===== src/design/ccq_pkg.sv =====
package ccq_pkg;

    typedef enum logic [2:0] {
        OP_STAGE = 3'd0,
        OP_PUSH  = 3'd1,
        OP_READ  = 3'd2,
        OP_PULL  = 3'd3,
        OP_PEEK  = 3'd4,
        OP_CLEAR = 3'd5
    } t_opcode;

    localparam logic [1:0] ST_OK       = 2'd0;
    localparam logic [1:0] ST_EMPTY    = 2'd1;
    localparam logic [1:0] ST_TOO_LONG = 2'd2;
    localparam logic [1:0] ST_FULL     = 2'd3;

    localparam int IN_DATA_W  = 120;
    localparam int OUT_DATA_W = 112;

    typedef enum logic [4:0] {
        S_IDLE   = 5'b00001,
        S_DECODE = 5'b00010,
        S_EXEC   = 5'b00100,
        S_CLEAR  = 5'b01000,
        S_OUT    = 5'b10000
    } t_state;

    typedef struct packed {
        logic in_ready;
        logic capture;
        logic decode;
        logic exec;
        logic clr_step;
        logic out_valid;
    } t_ctrl_cmd;

    typedef struct packed {
        logic is_clear;
        logic clear_done;
    } t_ctrl_sts;

endpackage


===== src/design/ccq_datapath.sv =====
module ccq_datapath #(
    parameter int QUEUE_DEPTH       = 8,
    parameter int MAX_PAYLOAD_BYTES = 1024,
    parameter int RAM_AW            = 11
) (
    input  logic                              i_clk,
    input  logic                              i_rst_n,
    input  ccq_pkg::t_ctrl_cmd                i_cmd,
    output ccq_pkg::t_ctrl_sts                o_sts,
    input  logic [ccq_pkg::IN_DATA_W-1:0]     i_in_data,
    input  logic [2:0]                        i_in_user,
    output logic [ccq_pkg::OUT_DATA_W-1:0]    o_out_data,
    output logic [1:0]                        o_out_user,
    output logic                              o_ram_wr_en,
    output logic [RAM_AW-1:0]                 o_ram_wr_addr,
    output logic [63:0]                       o_ram_wr_data,
    output logic                              o_ram_rd_en,
    output logic [RAM_AW-1:0]                 o_ram_rd_addr,
    input  logic [63:0]                       i_ram_rd_data
);
    localparam int SLOT_WORDS = (MAX_PAYLOAD_BYTES + 7) / 8;
    localparam int QW = $clog2(QUEUE_DEPTH);
    localparam int CW = $clog2(QUEUE_DEPTH + 1);
    localparam int LW = $clog2(MAX_PAYLOAD_BYTES + 1);

    // captured item
    ccq_pkg::t_opcode r_op;
    logic [31:0] r_id;
    logic [15:0] r_len;
    logic        r_coal;
    logic [63:0] r_word;
    logic [6:0]  r_pos;

    // queue state
    logic [31:0]   r_ids   [QUEUE_DEPTH];
    logic [LW-1:0] r_lens  [QUEUE_DEPTH];
    logic [CW-1:0] r_slots [QUEUE_DEPTH];
    logic [CW-1:0] r_free  [QUEUE_DEPTH + 1];
    logic [CW-1:0] r_stage;
    logic [QW-1:0] r_head;
    logic [CW-1:0] r_count;
    logic          r_hit;
    logic [QW-1:0] r_hit_idx;

    // result
    logic [1:0]  r_status;
    logic [31:0] r_hid;
    logic [10:0] r_hlen;
    logic [63:0] r_rword;

    logic          n_hit;
    logic [QW-1:0] n_hit_idx;
    logic [1:0]    n_status;
    logic [31:0]   n_hid;
    logic [10:0]   n_hlen;
    logic [63:0]   n_rword;
    logic          do_coal, do_append, do_pull;
    logic          pos_ok;
    logic [QW-1:0] tail_idx, head_next;
    logic [CW-1:0] fidx;
    logic [15:0]   p8, hl16, remain;
    logic [63:0]   byte_mask;

    function automatic logic [QW-1:0] wrap_idx(input logic [QW:0] s);
        logic [QW:0] t;
        t = (s >= (QW+1)'(QUEUE_DEPTH)) ? s - (QW+1)'(QUEUE_DEPTH) : s;
        return t[QW-1:0];
    endfunction

    assign pos_ok    = (32'(r_pos) < SLOT_WORDS);
    assign tail_idx  = wrap_idx({1'b0, r_head} + (QW+1)'(r_count));
    assign head_next = (r_head == QW'(QUEUE_DEPTH - 1)) ? '0 : r_head + 1'b1;
    assign fidx      = CW'(QUEUE_DEPTH) - r_count;
    assign p8        = 16'({r_pos, 3'b000});
    assign hl16      = 16'(r_lens[r_head]);
    assign remain    = hl16 - p8;
    assign byte_mask = (remain < 16'd8) ? (64'd1 << {remain[2:0], 3'b000}) - 64'd1 : '1;

    // first queued entry with a matching id, searched from the head
    always_comb begin
        logic [QW-1:0] h;
        n_hit     = 1'b0;
        n_hit_idx = '0;
        for (int i = 0; i < QUEUE_DEPTH; i++) begin
            h = wrap_idx({1'b0, r_head} + (QW+1)'(i));
            if (!n_hit && (CW'(i) < r_count) && (r_ids[h] == r_id)) begin
                n_hit     = 1'b1;
                n_hit_idx = h;
            end
        end
    end

    always_comb begin
        n_status  = ccq_pkg::ST_OK;
        n_hid     = '0;
        n_hlen    = '0;
        n_rword   = '0;
        do_coal   = 1'b0;
        do_append = 1'b0;
        do_pull   = 1'b0;
        case (r_op)
            ccq_pkg::OP_PUSH: begin
                if (r_len > 16'(MAX_PAYLOAD_BYTES)) begin
                    n_status = ccq_pkg::ST_TOO_LONG;
                end else if (r_coal && r_hit) begin
                    do_coal = 1'b1;
                end else if (r_count >= CW'(QUEUE_DEPTH)) begin
                    n_status = ccq_pkg::ST_FULL;
                end else begin
                    do_append = 1'b1;
                end
            end
            ccq_pkg::OP_READ: begin
                if (r_count == '0) begin
                    n_status = ccq_pkg::ST_EMPTY;
                end else if (pos_ok && (p8 < hl16)) begin
                    n_rword = i_ram_rd_data & byte_mask;
                end
            end
            ccq_pkg::OP_PULL, ccq_pkg::OP_PEEK: begin
                if (r_count == '0) begin
                    n_status = ccq_pkg::ST_EMPTY;
                end else begin
                    n_hid   = r_ids[r_head];
                    n_hlen  = 11'(r_lens[r_head]);
                    do_pull = (r_op == ccq_pkg::OP_PULL);
                end
            end
            default: ;
        endcase
    end

    always_ff @(posedge i_clk) begin
        if (!i_rst_n) begin
            for (int i = 0; i <= QUEUE_DEPTH; i++) begin
                r_free[i] <= CW'(i);
            end
            r_stage <= CW'(QUEUE_DEPTH);
            r_head  <= '0;
            r_count <= '0;
        end else if (i_cmd.exec) begin
            if (do_coal) begin
                r_stage <= r_slots[r_hit_idx];
            end else if (do_append) begin
                r_stage <= r_free[fidx - 1'b1];
                r_count <= r_count + 1'b1;
            end else if (do_pull) begin
                r_free[fidx] <= r_slots[r_head];
                r_count      <= r_count - 1'b1;
                r_head       <= head_next;
            end
        end else if (i_cmd.clr_step && (r_count != '0)) begin
            r_free[fidx] <= r_slots[r_head];
            r_count      <= r_count - 1'b1;
            r_head       <= head_next;
        end
    end

    always_ff @(posedge i_clk) begin
        if (i_cmd.capture) begin
            r_op   <= ccq_pkg::t_opcode'(i_in_user);
            r_id   <= i_in_data[31:0];
            r_len  <= i_in_data[47:32];
            r_coal <= i_in_data[48];
            r_word <= i_in_data[112:49];
            r_pos  <= i_in_data[119:113];
        end
        if (i_cmd.decode) begin
            r_hit     <= n_hit;
            r_hit_idx <= n_hit_idx;
        end
        if (i_cmd.exec) begin
            r_status <= n_status;
            r_hid    <= n_hid;
            r_hlen   <= n_hlen;
            r_rword  <= n_rword;
            if (do_coal) begin
                r_slots[r_hit_idx] <= r_stage;
                r_lens[r_hit_idx]  <= LW'(r_len);
            end else if (do_append) begin
                r_ids[tail_idx]   <= r_id;
                r_lens[tail_idx]  <= LW'(r_len);
                r_slots[tail_idx] <= r_stage;
            end
        end
    end

    assign o_ram_wr_en   = i_cmd.decode && (r_op == ccq_pkg::OP_STAGE) && pos_ok;
    assign o_ram_wr_addr = RAM_AW'(r_stage) * RAM_AW'(SLOT_WORDS) + RAM_AW'(r_pos);
    assign o_ram_wr_data = r_word;
    assign o_ram_rd_en   = i_cmd.decode;
    assign o_ram_rd_addr = RAM_AW'(r_slots[r_head]) * RAM_AW'(SLOT_WORDS) + RAM_AW'(r_pos);

    assign o_sts.is_clear   = (r_op == ccq_pkg::OP_CLEAR);
    assign o_sts.clear_done = (r_count == '0);

    assign o_out_data = {5'd0, r_rword, r_hlen, r_hid};
    assign o_out_user = r_status;
endmodule


===== config.mk =====
export PLATFORM = sky130hd
export DESIGN_NAME = ccq_datapath
export DESIGN_NICKNAME = d
export VERILOG_FILES = /design/src/design/ccq_pkg.sv /design/src/design/ccq_datapath.sv
export SDC_FILE = /design/constraint.sdc
export NUM_CORES = 1
export LEC_CHECK = 0
export ABC_CLOCK_PERIOD_IN_PS = 6900
export BUFFER_PORTS_ARGS = -buffer_cell sky130_fd_sc_hd__buf_2
export CAP_MARGIN = 25
export CORE_MARGIN = 2
export CORE_UTILIZATION = 35
export CTS_BUF_LIST = sky130_fd_sc_hd__clkbuf_8
export DETAILED_ROUTE_END_ITERATION = 7
export SETUP_SLACK_MARGIN = 0.15
export SLEW_MARGIN = 20
export SYNTH_ARGS = -nofsm -noshare
export SYNTH_HDL_FRONTEND = slang
export SYNTH_SLANG_ARGS = --single-unit

===== constraint.sdc =====
create_clock -name i_clk -period 6.9 [get_ports i_clk]
set_input_delay 1.035 -clock i_clk [delete_from_list [all_inputs] [get_ports i_clk]]
set_output_delay 1.035 -clock i_clk [all_outputs]
set_load 0.02 [all_outputs]

==> impl_metrics.ini <==
[status]
status = completed

[sta]
fmax_mhz = 191.2
slew_headroom_pct = 32.80
final.setup.tns_ns = 0
layout_setup_ws_ns = 1.670
rsz0062_at_grt = false
final_hold_viol_count = 0
finalCriticalPeriod_ns = 5.230
fin_worst_skew_ns = 0.05168
setup_viol = 0
finalCritPeriodShare_pct = 75.79
tightest_slew_ns = 1.006
slew_viol_final = 0

[setup_path]
slowest_stage = buf_4
cp.arrival_ns = 5.80
endpoint_kind = flop
start_kind = flop
r2r_end = r_hit_idx[2]$_DFFE_PP_
path_class = flop to flop
cp_max_fo = 64
r2r_slack_ns = 1.67
crit_family = simple AND/OR/NAND/NOR gates
crit_buf_inv = 2
timing.critical_path.cells = buf_4 > buf_4 > mux4_2 > mux2i_1 > xnor2_1 > nand4_1 > nor4_1 > nand3_1 > o21ai_1 > or4_4 > nor3_2 > and3_1 > or2_1
cpPeakStageDelay_ns = 0.81
r2r-start = r_head[1]$_SDFFE_PN0P_
cpMostUsedCell = buf_4
rr_worst_depth = 13
worstPathRequired_ns = 7.47

[cts]
cts-root-buf = clkbuf_8
clk_latency_ns = 0.83
cts_tree = yes
htree_levels = 3
ctsHoldBuffers = 0
clk_pin_slew_ns = 0.07
post_cts_buffers = 0
cts_made_buffers = 118
cts_resized = 0
numClockSinks = 693
clockBufferDepth = 3

[synthesis]
ys_top_cells_by_area = edfxtp_1 50%, mux4_2 18%, mux2i_1 8.9%, xnor2_1 3.8%, xor2_1 1.5%
syn_inst = 2689
synth_common_cells = 676 x edfxtp_1, 356 x mux2i_1, 325 x mux4_2
ys_ff_latch = 693
synth_cell_types = 80
async_flop_share_pct = 0
seq_area_frac_synth_pct = 51.35
yosysMostFrequentCell = edfxtp_1
syn_area_per_cell_um2 = 14.95
yosys_warnings = 0
synthFlopType = edfxtp_1
yosysTopAreaCellShare_pct = 50.50
synth-edff-count = 676
syn_area_um2 = 40200
synth_area_leader_cell = edfxtp_1

[power_and_ir_drop]
power.total_mw = 13.97
ir_drop_uv = 242.7
power_density_nw_per_um2 = 304.0
p_leak_nw = 15.51

[global_routing]
grt_pass1_wl_um = 187300
grt.overflow.total = 0
grt_use_total_pct = 21.70
grt_antenna_before_repair = 5
grt_max_degree = 125
grt_pass1_vias = 26420

[placement]
dp_hpwl_um = 92230
gp_congestion = 0.9955
placed_area_um2 = 43570
dp_slack_ns = 1.815
dpl.cell_count = 4476
io_buffers = 391

[drt]
via_per_inst = 5.741
dr.pass1.iters = 8
drc = 0
drt_iter0_markers = 2873
wl_per_cell_um = 27.83
routed_wl_um = 130900
vias = 26990
antenna_left = 0

[worst_hold_path]
whs_endpoint = r_id[9]$_DFFE_PP_
holdCritStartpoint = i_in_data[9]
whs_path_depth = 1
worstHoldPathType = input port to flop

[floorplan]
dieArea_um2 = 117600
die_x_um = 342.9
ios = 399
die_height_um = 342.9
start_util_pct = 35.20
core_um2 = 114200
fp-row-count = 124

[cells_and_area]
final_area_um2 = 45950
fillers = 10760
area_delta_synth_final_pct = 14.31
drive_gt1_share_pct = 32.08
final_cells = 4702
final_nets = 3298

[job]
cap_viol_max_count = 0
==> metal layers <==
layer	GRT usage, %	up-vias	share of wire [%]
met1	30.16	13920	42
met5	0	-	0.018
met4	8.115	4	3.7
met2	33.52	1285	47
li1	-	11550	-
met3	4.521	232	8.2
==> per-stage QoR <==
step,hold WS (ns),util [%]
finish,0.3839,40.24
global route,0.3269,40.24
CTS,0.3115,40.22
detailed placement,0.4951,38.16
global placement,0.5055,38.16
floorplan,0.4465,-
==> flip-flops by register name (all words and copies together) (netlist names), 4 cells and up, named ones only <==
name and flops:
o_ram_wr_data 64, r_stage 4, r_ids 256, r_lens 88
r_slots 32, r_id 32, r_hlen 11, r_count 4
r_len 16, r_free 64, r_hid 32, r_pos 7
r_rword 64
==> kinds of logic after synthesis <==
group | share of synthesized area, %
adders and majority gates | 0.6287
other | 0.009329
buffers and inverters | 3.570
xor gates and xnor gates | 5.428
and+or+nand+nor | 7.125
DFF | 51.35
muxes | 27.86
AOI/OAI and AO/OA | 4.034
==> power by group <==
part           switching, mW  internal, mW
Combinational           3.04          2.19
Clock                   1.79          1.94
Sequential             0.192          4.81
Total                   5.02          8.95
==> layout make-up <==
cell class	instances	area (um^2)	share of cell area (%)
sequential	693	20660	44.96
multi-input combinational	1758	18220	39.66
timing repair buffer	470	2638	5.740
tap	1512	1892	4.117
clock buffer	123	1693	3.684
clock inverter	96	664.4	1.446
inverter	43	163.9	0.3567
antenna	7	17.52	0.03812
==> worst max-delay path by stage <==
stage                     depth (start not counted)                     end                   start  slack [ns]
after floorplan                                   6   r_ids[0][0]$_DFFE_PP_     r_len[15]$_DFFE_PP_        1.51
after global placement                           13  r_hit_idx[2]$_DFFE_PP_  r_head[2]$_SDFFE_PN0P_        1.81
after detailed placement                         14  r_hit_idx[0]$_DFFE_PP_  r_head[0]$_SDFFE_PN0P_        1.81
after CTS                                        14  r_hit_idx[2]$_DFFE_PP_  r_head[0]$_SDFFE_PN0P_        1.80
after global routing                             14  r_hit_idx[0]$_DFFE_PP_  r_head[0]$_SDFFE_PN0P_        1.49
final                                            13  r_hit_idx[2]$_DFFE_PP_  r_head[1]$_SDFFE_PN0P_        1.67
==> placed cells by master (no fill, tap or decap), types with 35 or more instances in the layout <==
cell type / synthesis / routed
a21oi_1: 39 / 39
a22oi_1: 53 / 53
and2_1: 74 / 74
buf_2: 34 / 389
buf_4: 30 / 73
clkbuf_8: 0 / 123
edfxtp_1: 676 / 676
inv_1: 37 / 72
mux2i_1: 356 / 356
mux4_2: 325 / 325
nand2_1: 97 / 97
nand3_1: 46 / 46
nor2_1: 118 / 116
nor4_1: 48 / 46
o21ai_0: 35 / 35
xnor2_1: 176 / 175
xor2_1: 70 / 70
No activity file was read; power rests on OpenSTA's default activity.
