File: config.mk
export PLATFORM = sky130hd
export DESIGN_NAME = ccq_ctrl
export DESIGN_NICKNAME = d
export VERILOG_FILES = /design/src/design/ccq_pkg.sv /design/src/design/ccq_ctrl.sv
export SDC_FILE = /design/constraint.sdc
export NUM_CORES = 1
export LEC_CHECK = 0
export ABC_AREA = 1
export ABC_CLOCK_PERIOD_IN_PS = 2400
export BUFFER_PORTS_ARGS = -buffer_cell sky130_fd_sc_hd__buf_2
export CAP_MARGIN = 20
export CORE_AREA = 10 10 47 49
export CTS_BUF_LIST = sky130_fd_sc_hd__clkbuf_8
export CTS_CLUSTER_DIAMETER = 120
export CTS_CLUSTER_SIZE = 24
export DETAILED_ROUTE_END_ITERATION = 10
export DIE_AREA = 0 0 57 59
export HOLD_SLACK_MARGIN = 0.12
export PLACE_DENSITY_LB_ADDON = 0.3
export SETUP_SLACK_MARGIN = 0.1
export SYNTH_ARGS = -nofsm -noshare
export SYNTH_HDL_FRONTEND = slang
export SYNTH_SLANG_ARGS = --single-unit
File: constraint.sdc
create_clock -name i_clk -period 2.4 [get_ports i_clk]
set_clock_uncertainty 0.15 [all_clocks]
set_input_delay 0.72 -clock i_clk [delete_from_list [all_inputs] [get_ports i_clk]]
set_output_delay 0.72 -clock i_clk [all_outputs]
set_load 0.02 [all_outputs]
File: src/design/ccq_pkg.sv
package ccq_pkg;

    typedef enum logic [2:0] {
        OP_STAGE = 3'd0,
        OP_PUSH  = 3'd1,
        OP_READ  = 3'd2,
        OP_PULL  = 3'd3,
        OP_PEEK  = 3'd4,
        OP_CLEAR = 3'd5
    } t_opcode;

    localparam logic [1:0] ST_OK       = 2'd0;
    localparam logic [1:0] ST_EMPTY    = 2'd1;
    localparam logic [1:0] ST_TOO_LONG = 2'd2;
    localparam logic [1:0] ST_FULL     = 2'd3;

    localparam int IN_DATA_W  = 120;
    localparam int OUT_DATA_W = 112;

    typedef enum logic [4:0] {
        S_IDLE   = 5'b00001,
        S_DECODE = 5'b00010,
        S_EXEC   = 5'b00100,
        S_CLEAR  = 5'b01000,
        S_OUT    = 5'b10000
    } t_state;

    typedef struct packed {
        logic in_ready;
        logic capture;
        logic decode;
        logic exec;
        logic clr_step;
        logic out_valid;
    } t_ctrl_cmd;

    typedef struct packed {
        logic is_clear;
        logic clear_done;
    } t_ctrl_sts;

endpackage

File: src/design/ccq_ctrl.sv
module ccq_ctrl (
    input  logic               i_clk,
    input  logic               i_rst_n,
    input  logic               i_in_valid,
    input  logic               i_out_ready,
    input  ccq_pkg::t_ctrl_sts i_sts,
    output ccq_pkg::t_ctrl_cmd o_cmd
);
    ccq_pkg::t_state r_state, n_state;

    always_comb begin
        n_state = r_state;
        case (r_state)
            ccq_pkg::S_IDLE:   if (i_in_valid) n_state = ccq_pkg::S_DECODE;
            ccq_pkg::S_DECODE: n_state = ccq_pkg::S_EXEC;
            ccq_pkg::S_EXEC:   n_state = i_sts.is_clear ? ccq_pkg::S_CLEAR : ccq_pkg::S_OUT;
            ccq_pkg::S_CLEAR:  if (i_sts.clear_done) n_state = ccq_pkg::S_OUT;
            ccq_pkg::S_OUT:    if (i_out_ready) n_state = ccq_pkg::S_IDLE;
            default:           n_state = ccq_pkg::S_IDLE;
        endcase
    end

    always_ff @(posedge i_clk) begin
        if (!i_rst_n) begin
            r_state <= ccq_pkg::S_IDLE;
        end else begin
            r_state <= n_state;
        end
    end

    always_comb begin
        o_cmd.in_ready  = (r_state == ccq_pkg::S_IDLE);
        o_cmd.capture   = (r_state == ccq_pkg::S_IDLE) && i_in_valid;
        o_cmd.decode    = (r_state == ccq_pkg::S_DECODE);
        o_cmd.exec      = (r_state == ccq_pkg::S_EXEC);
        o_cmd.clr_step  = (r_state == ccq_pkg::S_CLEAR);
        o_cmd.out_valid = (r_state == ccq_pkg::S_OUT);
    end
endmodule

==> metrics.md, run 1 <==
| Metric | Value |
|---|---|
| Vias | around 320 |
| Clk slew on worst S/H paths | around 40 ps |
| Die height | between 50 and 60 µm |
| Hold Path Cell Cnt | 2 |
| Hold EP | r_state[2] |
| Hold Buf Count CTS | 0 |
| Max-slew violations | 0 |
| Unique masters post-synth | 15 |
| Int Power | around 0.23 mW |
| Net count after synthesis | between 50 and 60 |
| # setup viols final | 0 |
| Register bank with the most flops | r_state |
| Root buf cell | clkbuf_8 |
| Die Area | ~0.0034 mm² |
| Global-route wire length before repair | about 1.4 mm |
| Final worst path period share | 0.869 |
| Crit path buf inv count | 1 |
| Combinational power share | 0.232 |
| Worst Reg-to-Reg Cells | 4 |
| Total CTS buffers | 3 |
| Port Buffers | 11 |
| CP Class | flip-flop to output port |
| Synth area leader | dfxtp_1 |
| Status | complete, no violations |
| CTS tree | done |
| Max-slew headroom | 0.830 |
| Postcts setup bufs | 0 |
| Post-route ant nets | 0 |
| DR pass1 iterations | 4 |
| Final WL | 746 µm |
| Post-Syn Instances | 45 |
| Minimum clock period | approximately 2100 ps |
| Worst r2r src | r_state[4] |
| Net Sw Power | roughly 0.098 mW |
| Hold Path Class | flip-flop to flip-flop |
| Gp weighted congestion | between 0.7 and 0.8 |
| Register area share after synthesis | 0.327 |
| Hold Path Origin | r_state[1] |
| Share of the synthesized area in the top cell type | 0.327 |
| Total congestion overflow | 0 |
| Flop pwr share | 0.302 |
| Post-CTS resize count | 0 |
| Clock Latency Late Sink | 220 ps |
| Max H-tree Level | 1 |
| Worst path max stage delay | 320 ps |
| Max clock buf depth | 2 |
| Clock network power share | 0.466 |
| # Max-Cap Violations | 0 |
| Biggest regs | r_state (5) |
| Leak Pwr | roughly 0.24 nW |
| FP Rows | 14 |
| Worst Path Required | 1530 ps |
| Core area | 0.00140 mm² |
| Dominant cells by area after synthesis | dfxtp_1 (33%), inv_1 (12%), nand3_1 (9.8%) |
| Max reg flops | 5 |
| Hpwl dp | 612 µm |
| Most common cell in the netlist | inv_1 |
| Synthesized cell area | 307 µm² |
| Crit Path Max Fanout | 5 |
| Sw Ratio | 0.303 |
| CP startpoint kind | flip-flop |
| Vias in the first global route | roughly 330 |
| Antenna cells | 0 |
| Layout cells sized above 1 | 0.383 |
| Maximum vdd drop | 0.446 mV |
| Mean cell area of the mapped netlist | ~6.8 µm² |
| Crit-path leading delay family | simple AND/OR/NAND/NOR gates |
| Antenna violations before repair | 0 |
| #FFs+latches synth | 5 |
| Critical path launch point | r_state[2] |
| DIE WIDTH | around 57 µm |
| Non-filler cells, final | 76 |
| Critical Path Sink Type | output port |
| PwrDens | about 760 mW/mm² |
| Critical-path cell with the highest stage delay | dfxtp_1 |
| DR WL/cell | between 9 and 10 µm |
| CTS sink cnt | 5 |
| Iter 0 DRT Violations | 6 |
| Setup TNS | 0 ps |
| Reg-to-reg endpoint | r_state[0] |
| FFs w/ async S/R, synth | 0 |
| Final hold vios | 0 |
| Reg-to-reg slack, setup | between 1000 and 1500 ps |
| Cell Chain, Critical Path | nor2_2 > nand3_1 > nor2_1 > buf_2 |
| Final net count | 67 |
| Initial Utilization | 0.219 |
| Synth warnings | 0 |
| Crit path DAT | ~1200 ps |
| Via-to-Cell Ratio | 4.25 |
| Number of synthesized flops with an enable pin | 0 |
| Fmax | approximately 480 MHz |
| I/O pin total | 12 |
| Ys flop type | dfxtp_1 |
| Commonest cells in the netlist | inv_1 (10), nand3_1 (6), nor2_1 (6), dfxtp_1 (5) |
| Synth-to-layout area growth | 39.2% |
| Overall routing resource usage | 0.0535 |
| Placed Instances | 72 |
| Unrepaired setup endpoints after global routing | false |
| DRC Markers | 0 |
| Slew @ Worst Pin | ~250 ps |
| Largest net degree at the start of global routing | 8 |
## per-stage QoR
step | area (µm²) | power (mW) | hold slack, ps | utilization | setup slack (ps)
2_1_floorplan | 307 | 0.153 | 383 | - | 473
4_1_cts | 427 | 0.329 | 433 | 0.304 | 297
5_1_grt | 427 | 0.348 | 465 | 0.304 | 186
3_5_place_dp | 382 | 0.176 | 431 | 0.272 | 429
6_report | 427 | 0.324 | 421 | 0.304 | 315
3_3_place_gp | 382 | 0.175 | 424 | 0.272 | 441
## placed cells by master (no fill, tap or decap)
cell type	n
nand4_2	1
inv_2	2
nor3_1	1
dfxtp_1	5
clkbuf_8	3
nand3_2	1
nand4_1	3
nor2_4	1
a21oi_1	1
nor2_1	6
o21bai_1	1
nand2_1	3
buf_2	11
nand3_1	6
nor2_2	3
inv_1	11
o21ai_2	1
## worst min-delay path, delay by kind of cell, from the launching register on
family	cells	cell delay, ps
flip-flops	1	330
AND/OR/NAND/NOR	2	190
## power by group through the flow
stage	clock [mW]	sequential, mW	combinational (mW)
floorplan	0	0.0986	0.0544
global placement	0	0.0992	0.0762
detailed placement	0	0.0993	0.0763
CTS	0.154	0.0980	0.0766
global route	0.162	0.0991	0.0874
finish	0.151	0.0980	0.0752
## area by class of cell
class	count	area (µm²)
timing repair buffer	11	55.1
tap	16	20.0
clock buffer	3	41.3
inverter	12	45.0
multi-input combinational	28	161
sequential	5	100
clock inverter	1	3.75
fill	167	975
## worst max path at each step
stage | end | slack (ps) | depth (start not counted)
after floorplan | o_cmd[4] | 470 | 2
after global placement | o_cmd[4] | 440 | 4
after detailed placement | o_cmd[4] | 430 | 4
after CTS | o_cmd[4] | 300 | 4
after global routing | o_cmd[4] | 190 | 5
final | o_cmd[4] | 310 | 4
## layer usage
metal,track usage,vias to the layer above,routed length (µm)
li1,-,173,-
met3,0.0258,4,73
met1,0.0581,133,357
met4,0.0604,0,19
met2,0.0698,13,295
met5,0,-,0
## cells by family (layout without fill, tap and decap cells)
family / count (synthesis) / count (layout) / synth area share
buf+inv: 12 / 27 / 0.147
compound gates: 3 / 3 / 0.0694
flops: 5 / 5 / 0.327
simple gates: 25 / 25 / 0.457
(Power assumes the default switching activity.)
==> run 2: changes to the inputs <==
--- a/config.mk
+++ b/config.mk
@@ -7,7 +7,6 @@
 export LEC_CHECK = 0
 export ABC_AREA = 1
 export ABC_CLOCK_PERIOD_IN_PS = 2400
-export BUFFER_PORTS_ARGS = -buffer_cell sky130_fd_sc_hd__buf_2
 export CAP_MARGIN = 20
 export CORE_AREA = 10 10 47 49
 export CTS_BUF_LIST = sky130_fd_sc_hd__clkbuf_8
@@ -15,6 +14,7 @@
 export CTS_CLUSTER_SIZE = 24
 export DETAILED_ROUTE_END_ITERATION = 10
 export DIE_AREA = 0 0 57 59
+export DONT_BUFFER_PORTS = 1
 export HOLD_SLACK_MARGIN = 0.12
 export PLACE_DENSITY_LB_ADDON = 0.3
 export SETUP_SLACK_MARGIN = 0.1
==> run 2 against run 1 <==
Against the previous run: global-route usage is 0.65 points lower; worst hold slack better by 9.9 ps; worst setup slack worse by 67 ps; cell area is 13% lower; utilization is 3.9 points lower; largest power group unchanged.
==> metrics.md, run 2 (synthesized netlist as in run 1, its figures left out) <==
| Metric | Value |
|---|---|
| Root buf cell | clkbuf_8 (unchanged) |
| Antenna violations before repair | 0 (unchanged) |
| Max H-tree Level | 1 (unchanged) |
| I/O pin total | 12 (unchanged) |
| Worst Reg-to-Reg Cells | 5 (was 4) |
| Clk slew on worst S/H paths | 30 ps (was 40 ps) |
| FP Rows | 14 (unchanged) |
| Initial Utilization | 0.219 (unchanged) |
| Hold Buf Count CTS | 0 (unchanged) |
| Overall routing resource usage | 0.0470 (was 0.0535) |
| Die height | 59 µm (unchanged) |
| Fmax | 465 MHz (was 480 MHz) |
| Iter 0 DRT Violations | 4 (was 6) |
| Final net count | 56 (was 67) |
| Synth-to-layout area growth | 21.2% (was 39.2%) |
| Clock Latency Late Sink | 220 ps (about the same) |
| Port Buffers | 0 (was 11) |
| Final WL | 725 µm (was 746 µm) |
| Reg-to-reg endpoint | r_state[3] (was r_state[0]) |
| Most frequent cells in the layout | inv_1 (11), nor2_1 (6), nand3_1 (6) (was inv_1 (11), buf_2 (11), nor2_1 (6), nand3_1 (6), dfxtp_1 (5)) |
| Max reg flops | 5 (unchanged) |
| Crit Path Max Fanout | 5 (unchanged) |
| Placed Instances | 61 (was 72) |
| CP Class | flip-flop to output port (unchanged) |
| Post-route ant nets | 0 (unchanged) |
| CP startpoint kind | flip-flop (unchanged) |
| Hold EP | r_state[2] (unchanged) |
| Global-route wire length before repair | 1.24 mm (was 1.39 mm) |
| Largest net degree at the start of global routing | 8 (unchanged) |
| Post-CTS resize count | 0 (unchanged) |
| Total CTS buffers | 3 (unchanged) |
| DRC Markers | 0 (unchanged) |
| Final hold vios | 0 (unchanged) |
| CTS tree | done (unchanged) |
| Non-filler cells, final | 65 (was 76) |
| Biggest regs | r_state (5) (unchanged) |
| CTS sink cnt | 5 (unchanged) |
| # Max-Cap Violations | 0 (unchanged) |
| DR pass1 iterations | 4 (unchanged) |
| Setup TNS | 0 ps (unchanged) |
| # setup viols final | 0 (unchanged) |
| DR WL/cell | 11.2 µm (was 9.82 µm) |
| Worst setup margin | 248 ps (was 315 ps) |
| Core area | 0.00140 mm² (unchanged) |
| Total congestion overflow | 0 (unchanged) |
| Leak Pwr | 0.195 nW (was 0.245 nW) |
| Hold Path Cell Cnt | 2 (unchanged) |
| Postcts setup bufs | 0 (unchanged) |
| Unrepaired setup endpoints after global routing | false (unchanged) |
| Register bank with the most flops | r_state (unchanged) |
| Via-to-Cell Ratio | 4.34 (was 4.25) |
| Max-slew violations | 0 (unchanged) |
| Worst Hold Slack | 431 ps (was 421 ps) |
| Status | complete, no violations (unchanged) |
| Gp weighted congestion | 0.662 (was 0.718) |
| Most common cell after layout, fill and taps aside | inv_1 |
| Worst r2r src | r_state[4] (unchanged) |
| Max clock buf depth | 2 (unchanged) |
| Max-slew headroom | 0.732 (was 0.830) |
| Crit path DAT | 1280 ps (was 1220 ps) |
| Antenna cells | 0 (unchanged) |
| Hold Path Origin | r_state[1] (unchanged) |
| Worst Path Required | 1530 ps (about the same) |
| Die Area | 0.00336 mm² (unchanged) |
| Setup WS pre-CTS | 431 ps (was 429 ps) |
| Hold Path Class | flip-flop to flip-flop (unchanged) |
| Vias | 282 (was 323) |
| Slew @ Worst Pin | 401 ps (was 254 ps) |
| Vias in the first global route | 330 (was 333) |
| PwrDens | 828 mW/mm² (was 760 mW/mm²) |
| Hpwl dp | 623 µm (was 612 µm) |
| Layout cells sized above 1 | 0.245 (was 0.383) |
| Reg-to-reg slack, setup | 1200 ps (was 1240 ps) |
| Critical Path Sink Type | output port (unchanged) |
| DIE WIDTH | 57 µm (unchanged) |
| Final worst path period share | 0.897 (was 0.869) |
| Maximum vdd drop | 0.329 mV (was 0.446 mV) |
| Minimum clock period | 2150 ps (was 2090 ps) |
-- run 2: cell types whose count changed in the layout (fill, tap and decap cells not counted) --
cell,previous run,this run
buf_2,11,0
-- run 2: per-layer routing --
layer / GRT usage / vias up / part of all wire
met3: 0.0236 / 0 / 0.066
met5: 0 / - / 0
li1: - / 151 / -
met2: 0.0667 / 9 / 0.43
met4: 0.0302 / 0 / 0
met1: 0.0544 / 122 / 0.50
-- run 2: area by class of cell --
type	instances	area (µm²)
Clock inverter	1	3.75
Clock buffer	3	41.3
Sequential cell	5	100
Fill cell	175	1030
Tap cell	16	20.0
Multi-Input combinational cell	28	161
Inverter	12	45.0
-- run 2: report_power, final --
group          total (mW)  internal (mW)  switching [mW]
clock network       0.148          0.109          0.0383
logic              0.0622         0.0163          0.0458
registers          0.0980         0.0911         0.00689
-- run 2: worst max-delay path by stage --
stage                    start  endpoint  slack (ps)  depth (start not counted)
floorplan           i_in_valid  o_cmd[4]         470                          2
global placement    i_in_valid  o_cmd[4]         440                          2
detailed placement  i_in_valid  o_cmd[4]         430                          2
CTS                 r_state[2]  o_cmd[4]         220                          3
global route        r_state[2]  o_cmd[4]         140                          3
finish              r_state[2]  o_cmd[4]         250                          3
-- run 2: metrics by stage --
stage	total power [mW]	util	area [µm²]
finish	0.308	0.265	372
CTS	0.314	0.265	372
floorplan	0.153	-	307
detailed placement	0.163	0.233	327
global placement	0.163	0.233	327
global route	0.330	0.265	372
-- run 2: critical path, cell delays in order (launching register included) --
cell     delay, ps
dfxtp_1        320
nor2_2         220
nand3_1        170
nor2_1         350
